**src/rtl/core/lpvf_pkg.sv**
```systemverilog
// ----------------------------------------------------------------------------
// lpvf_pkg
// Shared types and constants of the lidar point validity filter.
// ----------------------------------------------------------------------------
package lpvf_pkg;

    localparam int LINE_CNT_W = 7;
    localparam int DEC_W      = 8;
    localparam int BLIND_W    = 16;
    localparam int CFG_DATA_W = 16;
    localparam int CFG_IDX_W  = 2;
    localparam int TAG_W      = 8;
    localparam int LINE_W     = 8;
    localparam int REFL_W     = 8;
    localparam int TIME_W     = 32;
    localparam int MAG_W      = 16;
    localparam int SQ_W       = 2 * MAG_W;
    localparam int SUM_W      = SQ_W + 2;

    typedef enum logic [CFG_IDX_W-1:0] {
        CFG_LINE_COUNT = 2'd0,
        CFG_DECIMATION = 2'd1,
        CFG_BLIND_MM   = 2'd2
    } cfg_idx_t;

    localparam logic [LINE_CNT_W-1:0] LINE_COUNT_RST = 7'd6;
    localparam logic [DEC_W-1:0]      DECIMATION_RST = 8'd1;
    localparam logic [BLIND_W-1:0]    BLIND_MM_RST   = 16'd10;
    localparam logic [SQ_W-1:0]       BLIND_SQ_RST   = 32'd100;

    // return class in tag bits 5:4
    localparam logic [TAG_W-1:0] TAG_RET_MASK   = 8'h30;
    localparam logic [TAG_W-1:0] TAG_RET_FIRST  = 8'h00;
    localparam logic [TAG_W-1:0] TAG_RET_SECOND = 8'h10;

    typedef struct packed {
        logic [LINE_CNT_W-1:0] line_count;
        logic [DEC_W-1:0]      decimation;
        logic [BLIND_W-1:0]    blind_mm;
    } cfg_t;

    typedef struct packed {
        logic [REFL_W-1:0] intensity;
        logic [TIME_W-1:0] time_ns;
    } attr_t;

endpackage

```
**src/rtl/core/lpvf_in_if.sv**
```systemverilog
// ----------------------------------------------------------------------------
// lpvf_in_if
// Input point channel: valid/ready handshake with one raw lidar point.
// ----------------------------------------------------------------------------
interface lpvf_in_if
    import lpvf_pkg::*;
#(
    parameter int COORD_BITS = 24
);
    logic                         valid;
    logic                         ready;
    logic                         frame_start;
    logic signed [COORD_BITS-1:0] x_mm;
    logic signed [COORD_BITS-1:0] y_mm;
    logic signed [COORD_BITS-1:0] z_mm;
    logic [REFL_W-1:0]            reflectivity;
    logic [TAG_W-1:0]             tag;
    logic [LINE_W-1:0]            line;
    logic [TIME_W-1:0]            offset_ns;

    modport source (
        output valid, frame_start, x_mm, y_mm, z_mm, reflectivity, tag, line, offset_ns,
        input  ready
    );

    modport sink (
        input  valid, frame_start, x_mm, y_mm, z_mm, reflectivity, tag, line, offset_ns,
        output ready
    );
endinterface

```
**src/rtl/core/lpvf_out_if.sv**
```systemverilog
// ----------------------------------------------------------------------------
// lpvf_out_if
// Output point channel: valid/ready handshake with one accepted point.
// ----------------------------------------------------------------------------
interface lpvf_out_if
    import lpvf_pkg::*;
#(
    parameter int COORD_BITS = 24
);
    logic                         valid;
    logic                         ready;
    logic signed [COORD_BITS-1:0] out_x_mm;
    logic signed [COORD_BITS-1:0] out_y_mm;
    logic signed [COORD_BITS-1:0] out_z_mm;
    logic [REFL_W-1:0]            intensity;
    logic [TIME_W-1:0]            time_ns;

    modport source (
        output valid, out_x_mm, out_y_mm, out_z_mm, intensity, time_ns,
        input  ready
    );

    modport sink (
        input  valid, out_x_mm, out_y_mm, out_z_mm, intensity, time_ns,
        output ready
    );
endinterface

```
**src/rtl/core/lidar_point_validity_filter.sv**
```systemverilog
// Path: an accepted point moves through the gate holding register, then the
// magnitude, square and output registers, before its output transfer.
// Throughput: one point per cycle; the gate holding register, magnitude,
// square and output registers each stall only when the stage after is full.
// Reset: rst_n clears the frame phase, previous point and all valid bits, and
// loads line_count 6, decimation 1, blind_mm 10; it takes effect at once.
// ----------------------------------------------------------------------------
// lidar_point_validity_filter
// Lidar point filter: line, tag and decimation checks, duplicate removal and
// blind radius rejection, with a plain configuration write port.
// ----------------------------------------------------------------------------
module lidar_point_validity_filter
    import lpvf_pkg::*;
#(
    parameter int COORD_BITS = 24
)
(
    input  logic                  clk,
    input  logic                  rst_n,
    input  logic                  cfg_we,
    input  logic [CFG_IDX_W-1:0]  cfg_index,
    input  logic [CFG_DATA_W-1:0] cfg_wdata,
    lpvf_in_if.sink               pts_in,
    lpvf_out_if.source            pts_out
);

    cfg_t                         cfg_reg;
    logic                         a_valid;
    logic                         a_ready;
    logic signed [COORD_BITS-1:0] a_x;
    logic signed [COORD_BITS-1:0] a_y;
    logic signed [COORD_BITS-1:0] a_z;
    attr_t                        a_attr;

    always_ff @(posedge clk or negedge rst_n)
    begin
        if (!rst_n)
        begin
            cfg_reg.line_count <= LINE_COUNT_RST;
            cfg_reg.decimation <= DECIMATION_RST;
            cfg_reg.blind_mm   <= BLIND_MM_RST;
        end
        else if (cfg_we)
        begin
            case (cfg_idx_t'(cfg_index))
                CFG_LINE_COUNT: cfg_reg.line_count <= cfg_wdata[LINE_CNT_W-1:0];
                CFG_DECIMATION: cfg_reg.decimation <= cfg_wdata[DEC_W-1:0];
                CFG_BLIND_MM:   cfg_reg.blind_mm   <= cfg_wdata[BLIND_W-1:0];
                default:        ;
            endcase
        end
    end

    lpvf_gate #(
        .COORD_BITS (COORD_BITS)
    ) u_gate (
        .clk     (clk),
        .rst_n   (rst_n),
        .cfg     (cfg_reg),
        .pts_in  (pts_in),
        .a_valid (a_valid),
        .a_ready (a_ready),
        .a_x     (a_x),
        .a_y     (a_y),
        .a_z     (a_z),
        .a_attr  (a_attr)
    );

    lpvf_blind #(
        .COORD_BITS (COORD_BITS)
    ) u_blind (
        .clk     (clk),
        .rst_n   (rst_n),
        .cfg     (cfg_reg),
        .a_valid (a_valid),
        .a_ready (a_ready),
        .a_x     (a_x),
        .a_y     (a_y),
        .a_z     (a_z),
        .a_attr  (a_attr),
        .pts_out (pts_out)
    );

endmodule

```
**src/rtl/core/lpvf_gate.sv**
```systemverilog
// ----------------------------------------------------------------------------
// lpvf_gate
// Per-point acceptance: frame phase, line/tag/decimation checks, previous
// point tracking and duplicate removal. Survivors go to a holding register.
// ----------------------------------------------------------------------------
module lpvf_gate
    import lpvf_pkg::*;
#(
    parameter int COORD_BITS = 24
)
(
    input  logic                         clk,
    input  logic                         rst_n,
    input  cfg_t                         cfg,
    lpvf_in_if.sink                      pts_in,
    output logic                         a_valid,
    input  logic                         a_ready,
    output logic signed [COORD_BITS-1:0] a_x,
    output logic signed [COORD_BITS-1:0] a_y,
    output logic signed [COORD_BITS-1:0] a_z,
    output attr_t                        a_attr
);

    logic [DEC_W-1:0]             phase_reg;
    logic [DEC_W-1:0]             phase_next;
    logic [DEC_W-1:0]             phase_cur;
    logic [DEC_W-1:0]             phase_inc;
    logic signed [COORD_BITS-1:0] prev_x_reg;
    logic signed [COORD_BITS-1:0] prev_y_reg;
    logic signed [COORD_BITS-1:0] prev_z_reg;
    logic                         a_valid_reg;
    logic                         a_valid_next;
    logic signed [COORD_BITS-1:0] a_x_reg;
    logic signed [COORD_BITS-1:0] a_y_reg;
    logic signed [COORD_BITS-1:0] a_z_reg;
    attr_t                        a_attr_reg;
    logic                         accept;
    logic                         line_ok;
    logic                         tag_ok;
    logic                         keep;
    logic                         differs;

    assign pts_in.ready = !a_valid_reg || a_ready;
    assign accept       = pts_in.valid && pts_in.ready;

    always_comb
    begin
        phase_cur = pts_in.frame_start ? '0 : phase_reg;
        phase_inc = phase_cur + DEC_W'(1);
        // decimation of zero lands here too and acts like one
        phase_next = (phase_inc >= cfg.decimation) ? '0 : phase_inc;

        line_ok = pts_in.line < {1'b0, cfg.line_count};
        tag_ok  = ((pts_in.tag & TAG_RET_MASK) == TAG_RET_FIRST)
               || ((pts_in.tag & TAG_RET_MASK) == TAG_RET_SECOND);
        keep    = !pts_in.frame_start && line_ok && tag_ok && (phase_cur == '0);
        differs = (pts_in.x_mm != prev_x_reg) || (pts_in.y_mm != prev_y_reg)
               || (pts_in.z_mm != prev_z_reg);

        if (accept)
        begin
            a_valid_next = keep && differs;
        end
        else if (a_ready)
        begin
            a_valid_next = 1'b0;
        end
        else
        begin
            a_valid_next = a_valid_reg;
        end
    end

    always_ff @(posedge clk or negedge rst_n)
    begin
        if (!rst_n)
        begin
            phase_reg   <= '0;
            prev_x_reg  <= '0;
            prev_y_reg  <= '0;
            prev_z_reg  <= '0;
            a_valid_reg <= 1'b0;
        end
        else
        begin
            a_valid_reg <= a_valid_next;
            if (accept)
            begin
                phase_reg <= phase_next;
                if (keep)
                begin
                    prev_x_reg <= pts_in.x_mm;
                    prev_y_reg <= pts_in.y_mm;
                    prev_z_reg <= pts_in.z_mm;
                end
                else
                begin
                    prev_x_reg <= '0;
                    prev_y_reg <= '0;
                    prev_z_reg <= '0;
                end
            end
        end
    end

    always_ff @(posedge clk)
    begin
        if (accept)
        begin
            a_x_reg              <= pts_in.x_mm;
            a_y_reg              <= pts_in.y_mm;
            a_z_reg              <= pts_in.z_mm;
            a_attr_reg.intensity <= pts_in.reflectivity;
            a_attr_reg.time_ns   <= pts_in.offset_ns;
        end
    end

    assign a_valid = a_valid_reg;
    assign a_x     = a_x_reg;
    assign a_y     = a_y_reg;
    assign a_z     = a_z_reg;
    assign a_attr  = a_attr_reg;

`ifndef ASSERT_OFF
    // a frame start restarts the phase: the next index is 1 modulo decimation
    assert property (@(posedge clk) disable iff (!rst_n)
        (accept && pts_in.frame_start) |=>
            (phase_reg == (($past(cfg.decimation) <= DEC_W'(1)) ? '0 : DEC_W'(1))))
        else $error("lpvf_gate: phase not restarted by frame start");

    // a rejected point clears the stored previous point
    assert property (@(posedge clk) disable iff (!rst_n)
        (accept && !keep) |=> (prev_x_reg == '0 && prev_y_reg == '0 && prev_z_reg == '0))
        else $error("lpvf_gate: previous point not cleared on reject");

    // a held point stays put until the blind stage takes it
    assert property (@(posedge clk) disable iff (!rst_n)
        (a_valid_reg && !a_ready) |=>
            (a_valid_reg && $stable(a_x_reg) && $stable(a_attr_reg)))
        else $error("lpvf_gate: held point changed while stalled");
`endif

endmodule

```
**src/rtl/core/lpvf_blind.sv**
```systemverilog
// ----------------------------------------------------------------------------
// lpvf_blind
// Blind zone check: magnitudes, squares, sum against radius squared, and the
// output register.
// ----------------------------------------------------------------------------
module lpvf_blind
    import lpvf_pkg::*;
#(
    parameter int COORD_BITS = 24
)
(
    input  logic                         clk,
    input  logic                         rst_n,
    input  cfg_t                         cfg,
    input  logic                         a_valid,
    output logic                         a_ready,
    input  logic signed [COORD_BITS-1:0] a_x,
    input  logic signed [COORD_BITS-1:0] a_y,
    input  logic signed [COORD_BITS-1:0] a_z,
    input  attr_t                        a_attr,
    lpvf_out_if.source                   pts_out
);

    function automatic logic [COORD_BITS-1:0] mag(input logic [COORD_BITS-1:0] v);
        logic [COORD_BITS-1:0] m;
        m = v[COORD_BITS-1] ? (~v + COORD_BITS'(1)) : v;
        return m;
    endfunction

    logic [COORD_BITS-1:0]        mag_x;
    logic [COORD_BITS-1:0]        mag_y;
    logic [COORD_BITS-1:0]        mag_z;
    logic                         big;

    logic [SQ_W-1:0]              blind_sq_reg;

    logic                         b_valid_reg;
    logic                         b_ready;
    logic [MAG_W-1:0]             b_mx_reg;
    logic [MAG_W-1:0]             b_my_reg;
    logic [MAG_W-1:0]             b_mz_reg;
    logic                         b_big_reg;
    logic signed [COORD_BITS-1:0] b_x_reg;
    logic signed [COORD_BITS-1:0] b_y_reg;
    logic signed [COORD_BITS-1:0] b_z_reg;
    attr_t                        b_attr_reg;

    logic                         c_valid_reg;
    logic                         c_ready;
    logic [SQ_W-1:0]              c_sx_reg;
    logic [SQ_W-1:0]              c_sy_reg;
    logic [SQ_W-1:0]              c_sz_reg;
    logic                         c_big_reg;
    logic signed [COORD_BITS-1:0] c_x_reg;
    logic signed [COORD_BITS-1:0] c_y_reg;
    logic signed [COORD_BITS-1:0] c_z_reg;
    attr_t                        c_attr_reg;

    logic                         o_valid_reg;
    logic                         o_ready;
    logic signed [COORD_BITS-1:0] o_x_reg;
    logic signed [COORD_BITS-1:0] o_y_reg;
    logic signed [COORD_BITS-1:0] o_z_reg;
    attr_t                        o_attr_reg;

    logic [SUM_W-1:0]             sq_sum;
    logic                         in_zone;

    assign mag_x = mag(a_x);
    assign mag_y = mag(a_y);
    assign mag_z = mag(a_z);

    // any magnitude of 65536 or more is always outside the radius
    generate
        if (COORD_BITS > MAG_W)
        begin : g_big
            assign big = (|mag_x[COORD_BITS-1:MAG_W]) || (|mag_y[COORD_BITS-1:MAG_W])
                      || (|mag_z[COORD_BITS-1:MAG_W]);
        end
        else
        begin : g_no_big
            assign big = 1'b0;
        end
    endgenerate

    assign o_ready = !o_valid_reg || pts_out.ready;
    assign c_ready = !c_valid_reg || o_ready;
    assign b_ready = !b_valid_reg || c_ready;
    assign a_ready = b_ready;

    assign sq_sum  = {2'b00, c_sx_reg} + {2'b00, c_sy_reg} + {2'b00, c_sz_reg};
    assign in_zone = !c_big_reg && (sq_sum < {2'b00, blind_sq_reg});

    always_ff @(posedge clk or negedge rst_n)
    begin
        if (!rst_n)
        begin
            blind_sq_reg <= BLIND_SQ_RST;
            b_valid_reg  <= 1'b0;
            c_valid_reg  <= 1'b0;
            o_valid_reg  <= 1'b0;
        end
        else
        begin
            blind_sq_reg <= cfg.blind_mm * cfg.blind_mm;
            if (b_ready)
            begin
                b_valid_reg <= a_valid;
            end
            if (c_ready)
            begin
                c_valid_reg <= b_valid_reg;
            end
            if (o_ready)
            begin
                o_valid_reg <= c_valid_reg && !in_zone;
            end
        end
    end

    always_ff @(posedge clk)
    begin
        if (b_ready)
        begin
            b_mx_reg   <= mag_x[MAG_W-1:0];
            b_my_reg   <= mag_y[MAG_W-1:0];
            b_mz_reg   <= mag_z[MAG_W-1:0];
            b_big_reg  <= big;
            b_x_reg    <= a_x;
            b_y_reg    <= a_y;
            b_z_reg    <= a_z;
            b_attr_reg <= a_attr;
        end
        if (c_ready)
        begin
            c_sx_reg   <= b_mx_reg * b_mx_reg;
            c_sy_reg   <= b_my_reg * b_my_reg;
            c_sz_reg   <= b_mz_reg * b_mz_reg;
            c_big_reg  <= b_big_reg;
            c_x_reg    <= b_x_reg;
            c_y_reg    <= b_y_reg;
            c_z_reg    <= b_z_reg;
            c_attr_reg <= b_attr_reg;
        end
        if (o_ready)
        begin
            o_x_reg    <= c_x_reg;
            o_y_reg    <= c_y_reg;
            o_z_reg    <= c_z_reg;
            o_attr_reg <= c_attr_reg;
        end
    end

    assign pts_out.valid     = o_valid_reg;
    assign pts_out.out_x_mm  = o_x_reg;
    assign pts_out.out_y_mm  = o_y_reg;
    assign pts_out.out_z_mm  = o_z_reg;
    assign pts_out.intensity = o_attr_reg.intensity;
    assign pts_out.time_ns   = o_attr_reg.time_ns;

`ifndef ASSERT_OFF
    // a point inside the blind zone never reaches the output
    assert property (@(posedge clk) disable iff (!rst_n)
        (c_valid_reg && c_ready && in_zone) |=> !o_valid_reg)
        else $error("lpvf_blind: blind-zone point emitted");

    // a point outside the zone is presented with its own coordinates
    assert property (@(posedge clk) disable iff (!rst_n)
        (c_valid_reg && c_ready && !in_zone) |=>
            (o_valid_reg && pts_out.out_x_mm == $past(c_x_reg)
             && pts_out.out_z_mm == $past(c_z_reg)))
        else $error("lpvf_blind: accepted point lost or altered");

    // a stalled output point holds steady until its transfer
    assert property (@(posedge clk) disable iff (!rst_n)
        (pts_out.valid && !pts_out.ready) |=>
            (pts_out.valid && $stable(pts_out.out_x_mm) && $stable(pts_out.time_ns)))
        else $error("lpvf_blind: output changed while stalled");
`endif

endmodule
```
**src/flat_wrapper.sv**
```systemverilog
// flat-port wrapper written by rule: the top's interface ports become plain ports
module lidar_point_validity_filter_flat import lpvf_pkg::*;
#(
    parameter int COORD_BITS = 24
)
  (clk, rst_n, cfg_we, cfg_index, cfg_wdata, pts_in_valid, pts_in_frame_start, pts_in_x_mm, pts_in_y_mm, pts_in_z_mm, pts_in_reflectivity, pts_in_tag, pts_in_line, pts_in_offset_ns, pts_in_ready, pts_out_valid, pts_out_out_x_mm, pts_out_out_y_mm, pts_out_out_z_mm, pts_out_intensity, pts_out_time_ns, pts_out_ready);
  lpvf_in_if #(.COORD_BITS(COORD_BITS)) pts_in_i ();
  lpvf_out_if #(.COORD_BITS(COORD_BITS)) pts_out_i ();
  input  logic clk;
  input  logic rst_n;
  input  logic cfg_we;
  input  logic [CFG_IDX_W-1:0] cfg_index;
  input  logic [CFG_DATA_W-1:0] cfg_wdata;
  input wire logic [$bits(pts_in_i.valid)-1:0] pts_in_valid;
  input wire logic [$bits(pts_in_i.frame_start)-1:0] pts_in_frame_start;
  input wire logic [$bits(pts_in_i.x_mm)-1:0] pts_in_x_mm;
  input wire logic [$bits(pts_in_i.y_mm)-1:0] pts_in_y_mm;
  input wire logic [$bits(pts_in_i.z_mm)-1:0] pts_in_z_mm;
  input wire logic [$bits(pts_in_i.reflectivity)-1:0] pts_in_reflectivity;
  input wire logic [$bits(pts_in_i.tag)-1:0] pts_in_tag;
  input wire logic [$bits(pts_in_i.line)-1:0] pts_in_line;
  input wire logic [$bits(pts_in_i.offset_ns)-1:0] pts_in_offset_ns;
  output wire logic [$bits(pts_in_i.ready)-1:0] pts_in_ready;
  output wire logic [$bits(pts_out_i.valid)-1:0] pts_out_valid;
  output wire logic [$bits(pts_out_i.out_x_mm)-1:0] pts_out_out_x_mm;
  output wire logic [$bits(pts_out_i.out_y_mm)-1:0] pts_out_out_y_mm;
  output wire logic [$bits(pts_out_i.out_z_mm)-1:0] pts_out_out_z_mm;
  output wire logic [$bits(pts_out_i.intensity)-1:0] pts_out_intensity;
  output wire logic [$bits(pts_out_i.time_ns)-1:0] pts_out_time_ns;
  input wire logic [$bits(pts_out_i.ready)-1:0] pts_out_ready;
  assign pts_in_i.valid = pts_in_valid;
  assign pts_in_i.frame_start = pts_in_frame_start;
  assign pts_in_i.x_mm = pts_in_x_mm;
  assign pts_in_i.y_mm = pts_in_y_mm;
  assign pts_in_i.z_mm = pts_in_z_mm;
  assign pts_in_i.reflectivity = pts_in_reflectivity;
  assign pts_in_i.tag = pts_in_tag;
  assign pts_in_i.line = pts_in_line;
  assign pts_in_i.offset_ns = pts_in_offset_ns;
  assign pts_in_ready = pts_in_i.ready;
  assign pts_out_valid = pts_out_i.valid;
  assign pts_out_out_x_mm = pts_out_i.out_x_mm;
  assign pts_out_out_y_mm = pts_out_i.out_y_mm;
  assign pts_out_out_z_mm = pts_out_i.out_z_mm;
  assign pts_out_intensity = pts_out_i.intensity;
  assign pts_out_time_ns = pts_out_i.time_ns;
  assign pts_out_i.ready = pts_out_ready;
  lidar_point_validity_filter #(.COORD_BITS(COORD_BITS)) u_core (.clk(clk), .rst_n(rst_n), .cfg_we(cfg_we), .cfg_index(cfg_index), .cfg_wdata(cfg_wdata), .pts_in(pts_in_i), .pts_out(pts_out_i));
endmodule
```
**config.mk**
```make
export PLATFORM = sky130hd
export DESIGN_NAME = lidar_point_validity_filter_flat
export DESIGN_NICKNAME = d
export VERILOG_FILES = /design/src/rtl/core/lpvf_pkg.sv /design/src/rtl/core/lpvf_in_if.sv /design/src/rtl/core/lpvf_out_if.sv /design/src/rtl/core/lidar_point_validity_filter.sv /design/src/rtl/core/lpvf_gate.sv /design/src/rtl/core/lpvf_blind.sv /design/src/flat_wrapper.sv
export SDC_FILE = /design/constraint.sdc
export NUM_CORES = 2
export LEC_CHECK = 0
export BUFFER_PORTS_ARGS = -buffer_cell sky130_fd_sc_hd__buf_2
export CAP_MARGIN = 20
export CORE_UTILIZATION = 36
export CTS_BUF_LIST = sky130_fd_sc_hd__clkbuf_8
export CTS_CLUSTER_SIZE = 12
export DETAILED_ROUTE_END_ITERATION = 10
export GPL_TIMING_DRIVEN = 0
export PLACE_DENSITY_LB_ADDON = 0.1
export SYNTH_ARGS = -nofsm -noshare
export SYNTH_HDL_FRONTEND = slang
export SYNTH_SLANG_ARGS = --single-unit
```
**constraint.sdc**
```tcl
create_clock -name clk -period 19.73 [get_ports clk]
set_clock_uncertainty 0.15 [all_clocks]
set_input_delay 0.9865 -clock clk [delete_from_list [all_inputs] [get_ports clk]]
set_output_delay 0.9865 -clock clk [all_outputs]
set_load 0.05 [all_outputs]
```
==> flow_summary.ini <==
[outcome]
status = complete, no violations

[timing]
maxSlewHeadroom_pct = 37.5
rsz0062_at_grt = false
hold_viol = 0
post-route-period-util_pct = 41.1
tightest_slew_ns = 0.914
setup_tns_ns = 0
fmax_mhz = 123
drv_slew = 0
setup_viol = 0
fin_crit_ns = 8.11

[final_layout]
drive_above_1_share_pct = 9.50
fillCellCount = 15500
final_area_um2 = 63800
final_net_count = 6782
multiInputGateArea_um2 = 31400
seqCellArea_um2 = 21200
area_delta_synth_final_pct = 11.9

[floorplan]
fp.dieW_um = 400
die-area_um2 = 160000
row_count = 145
start_util_pct = 36.4
die_h_um = 400
core_area_um2 = 157000
io_pins = 266

[place]
placement.cell_area_um2 = 61300
place_congestion = 0.844
place.detailed.hpwl_mm = 119
io_buffers = 258

[clocking]
clk_pin_slew_ns = 0.06
clock_sinks = 731
clockRootBuffer = clkbuf_8
post_cts_resized = 0
cts_tree = built
post_cts_buffers = 0
htreeDepth = 4
clockBufferDepth = 3
cts-buffers-inserted = 134
clk-insertion-delay-late_ns = 0.89

[synth]
seq_area_frac_synth_pct = 37.2
synth_edf_count = 585
yosysTopAreaCell = edfxtp_1
synth.most_common_cell = inv_1
synth_cell_types = 75
synth-seq-cells = 731
async_flop_share_pct = 20.0
synth.cell_area_um2 = 57000
yosys-top-cells-area = edfxtp_1 31%, fa_1 24%, ha_1 11%
ys_top_cells_by_count = 1063 x inv_1, 679 x fa_1, 585 x edfxtp_1
yosys_warnings = 0
syn_avg_cell_area_um2 = 11.3
synthCells = 5062
synth_top_area_share_pct = 30.8
ys.flop_type = edfxtp_1

[drt]
dr.first_iter.drc_count = 2126
drc = 0
vias = 36500
firstDrtPassIters = 5
vias_per_cell = 4.78
postRouteAntennaNets = 0
routed_wl_mm = 148
wire_per_inst_um = 19.4

[setup_path]
setup.worst_path.end_class = flop
worstPathRequired_ns = 20.22
cp_max_fo = 10
crit_path_start_kind = flop
path_class = reg -> reg
r2r_cells = 23
worstPathArrival_ns = 8.60

[grt]
grt_pass1_vias = 38400
grtUsageTotal_pct = 19.1
grt_antenna_before_repair = 28
grt_max_degree = 109
grt_pass1_wl_mm = 229
grt_remaining_overflow = 0

[run]
max_cap_violations = 0

[min_path]
hp-class = in -> reg
hold_path_depth = 1
metrics by stage:
stage	setup slack (ns)	instances	hold WS, ns	utilization (%)
finish	11.62	7634	0.144	40.7
global route	11.33	7631	0.0629	40.7
CTS	11.54	7629	0.0195	40.7
detailed placement	11.54	7393	0.255	39.1
global placement	8.33	7379	0.250	38.9
floorplan	13.06	5063	0.250	-
area by class of cell:
type	instances	share of cell area, %
repair buffers	273	2.55
diodes	5	0.0196
clock inverters	92	0.900
multi-input cells	3146	49.2
plain buffers	123	0.737
inverters	1063	6.26
clock buffers	143	3.08
flip-flops and latches	731	33.3
well taps	2058	4.03
worst max-delay path, stage by stage (launching register included):
cell and delay, ns:
edfxtp_1 0.69, clkbuf_1 0.60, inv_1 0.28, nor2_1 0.32, ha_1 0.31, xor2_1 0.21
fa_1 0.55, inv_1 0.05, fa_1 0.51, fa_1 0.51, fa_1 0.49, inv_1 0.05
fa_1 0.47, inv_1 0.04, ha_1 0.25, clkbuf_1 0.25, and3_1 0.21, nand4_1 0.15
a211o_1 0.35, a31oi_1 0.36, a31oi_1 0.24, o311a_1 0.34, nor3_1 0.23, xnor2_1 0.25
worst paths after layout:
check | startpoint | end | slack (ns)
hold reg to reg | u_core.u_blind.c_attr_reg[4]$_DFFE_PP_ | u_core.u_blind.pts_out.time_ns[4]$_DFFE_PP_ | 0.24
max in group asynchronous | rst_n | u_core.u_blind.blind_sq_reg[16]$_DFF_PN0_ | 18.09
hold / removal | pts_in_offset_ns[29] | u_core.u_gate.a_attr[29]$_DFFE_PP_ | 0.14
setup / recovery | u_core.u_blind.b_my_reg[3]$_DFFE_PP_ | u_core.u_blind.c_sy_reg[31]$_DFFE_PP_ | 11.62
min in group asynchronous | rst_n | u_core.u_gate.prev_y_reg[15]$_DFFE_PN0P_ | 0.41
setup reg to reg | u_core.u_blind.b_my_reg[3]$_DFFE_PP_ | u_core.u_blind.c_sy_reg[31]$_DFFE_PP_ | 11.62
logic make-up after synthesis:
logic type,count (synthesis),share of synthesized area (%)
xor gates and xnor gates,295,4.53
AOI/OAI and AO/OA,581,6.44
and+or+nand+nor,1077,9.02
adders and majority gates,1158,34.3
other,1,0.00657
DFF,731,37.2
muxes,33,0.647
buffers and inverters,1186,7.81
cell usage in the layout, fill, tap and decap left out, types with 15 or more instances in the layout:
master,netlist,routed
inv_1,1063,1102
fa_1,679,679
edfxtp_1,585,585
nand2_1,523,522
ha_1,479,479
buf_2,1,258
xnor2_1,227,227
and2_1,164,164
o21ai_0,164,164
a21oi_1,145,145
clkbuf_8,0,143
dfrtp_1,138,138
nor2_1,128,128
clkbuf_1,121,120
a21o_1,88,88
xor2_1,68,68
nand4_1,36,36
nand3_1,35,34
nand2b_1,33,33
nor3_1,32,32
mux2_2,30,30
nor2b_1,28,28
o31ai_1,27,27
o21a_1,25,25
o21bai_1,22,22
clkinv_1,0,20
nor4_1,18,18
and3_1,17,17
a211oi_1,16,16
a31oi_1,15,15
routing by layer:
layer,wire length (um),track usage [%],up-vias,part of all wire [%]
li1,-,-,17200,-
met1,68200,26.5,18400,46
met2,69800,30.8,767,47
met3,7370,3.44,182,5.0
met4,2930,4.94,22,2.0
met5,138,0,-,0.093
what timing repair did:
item                                   CTS  global route
setup endpoints to repair                0             0
hold buffers                             1             0
endpoints found under the hold margin   38             0
Power is left out: the tool's default activity adds up to more than one toggle a clock period on the data nets, which glitch-free logic cannot reach.
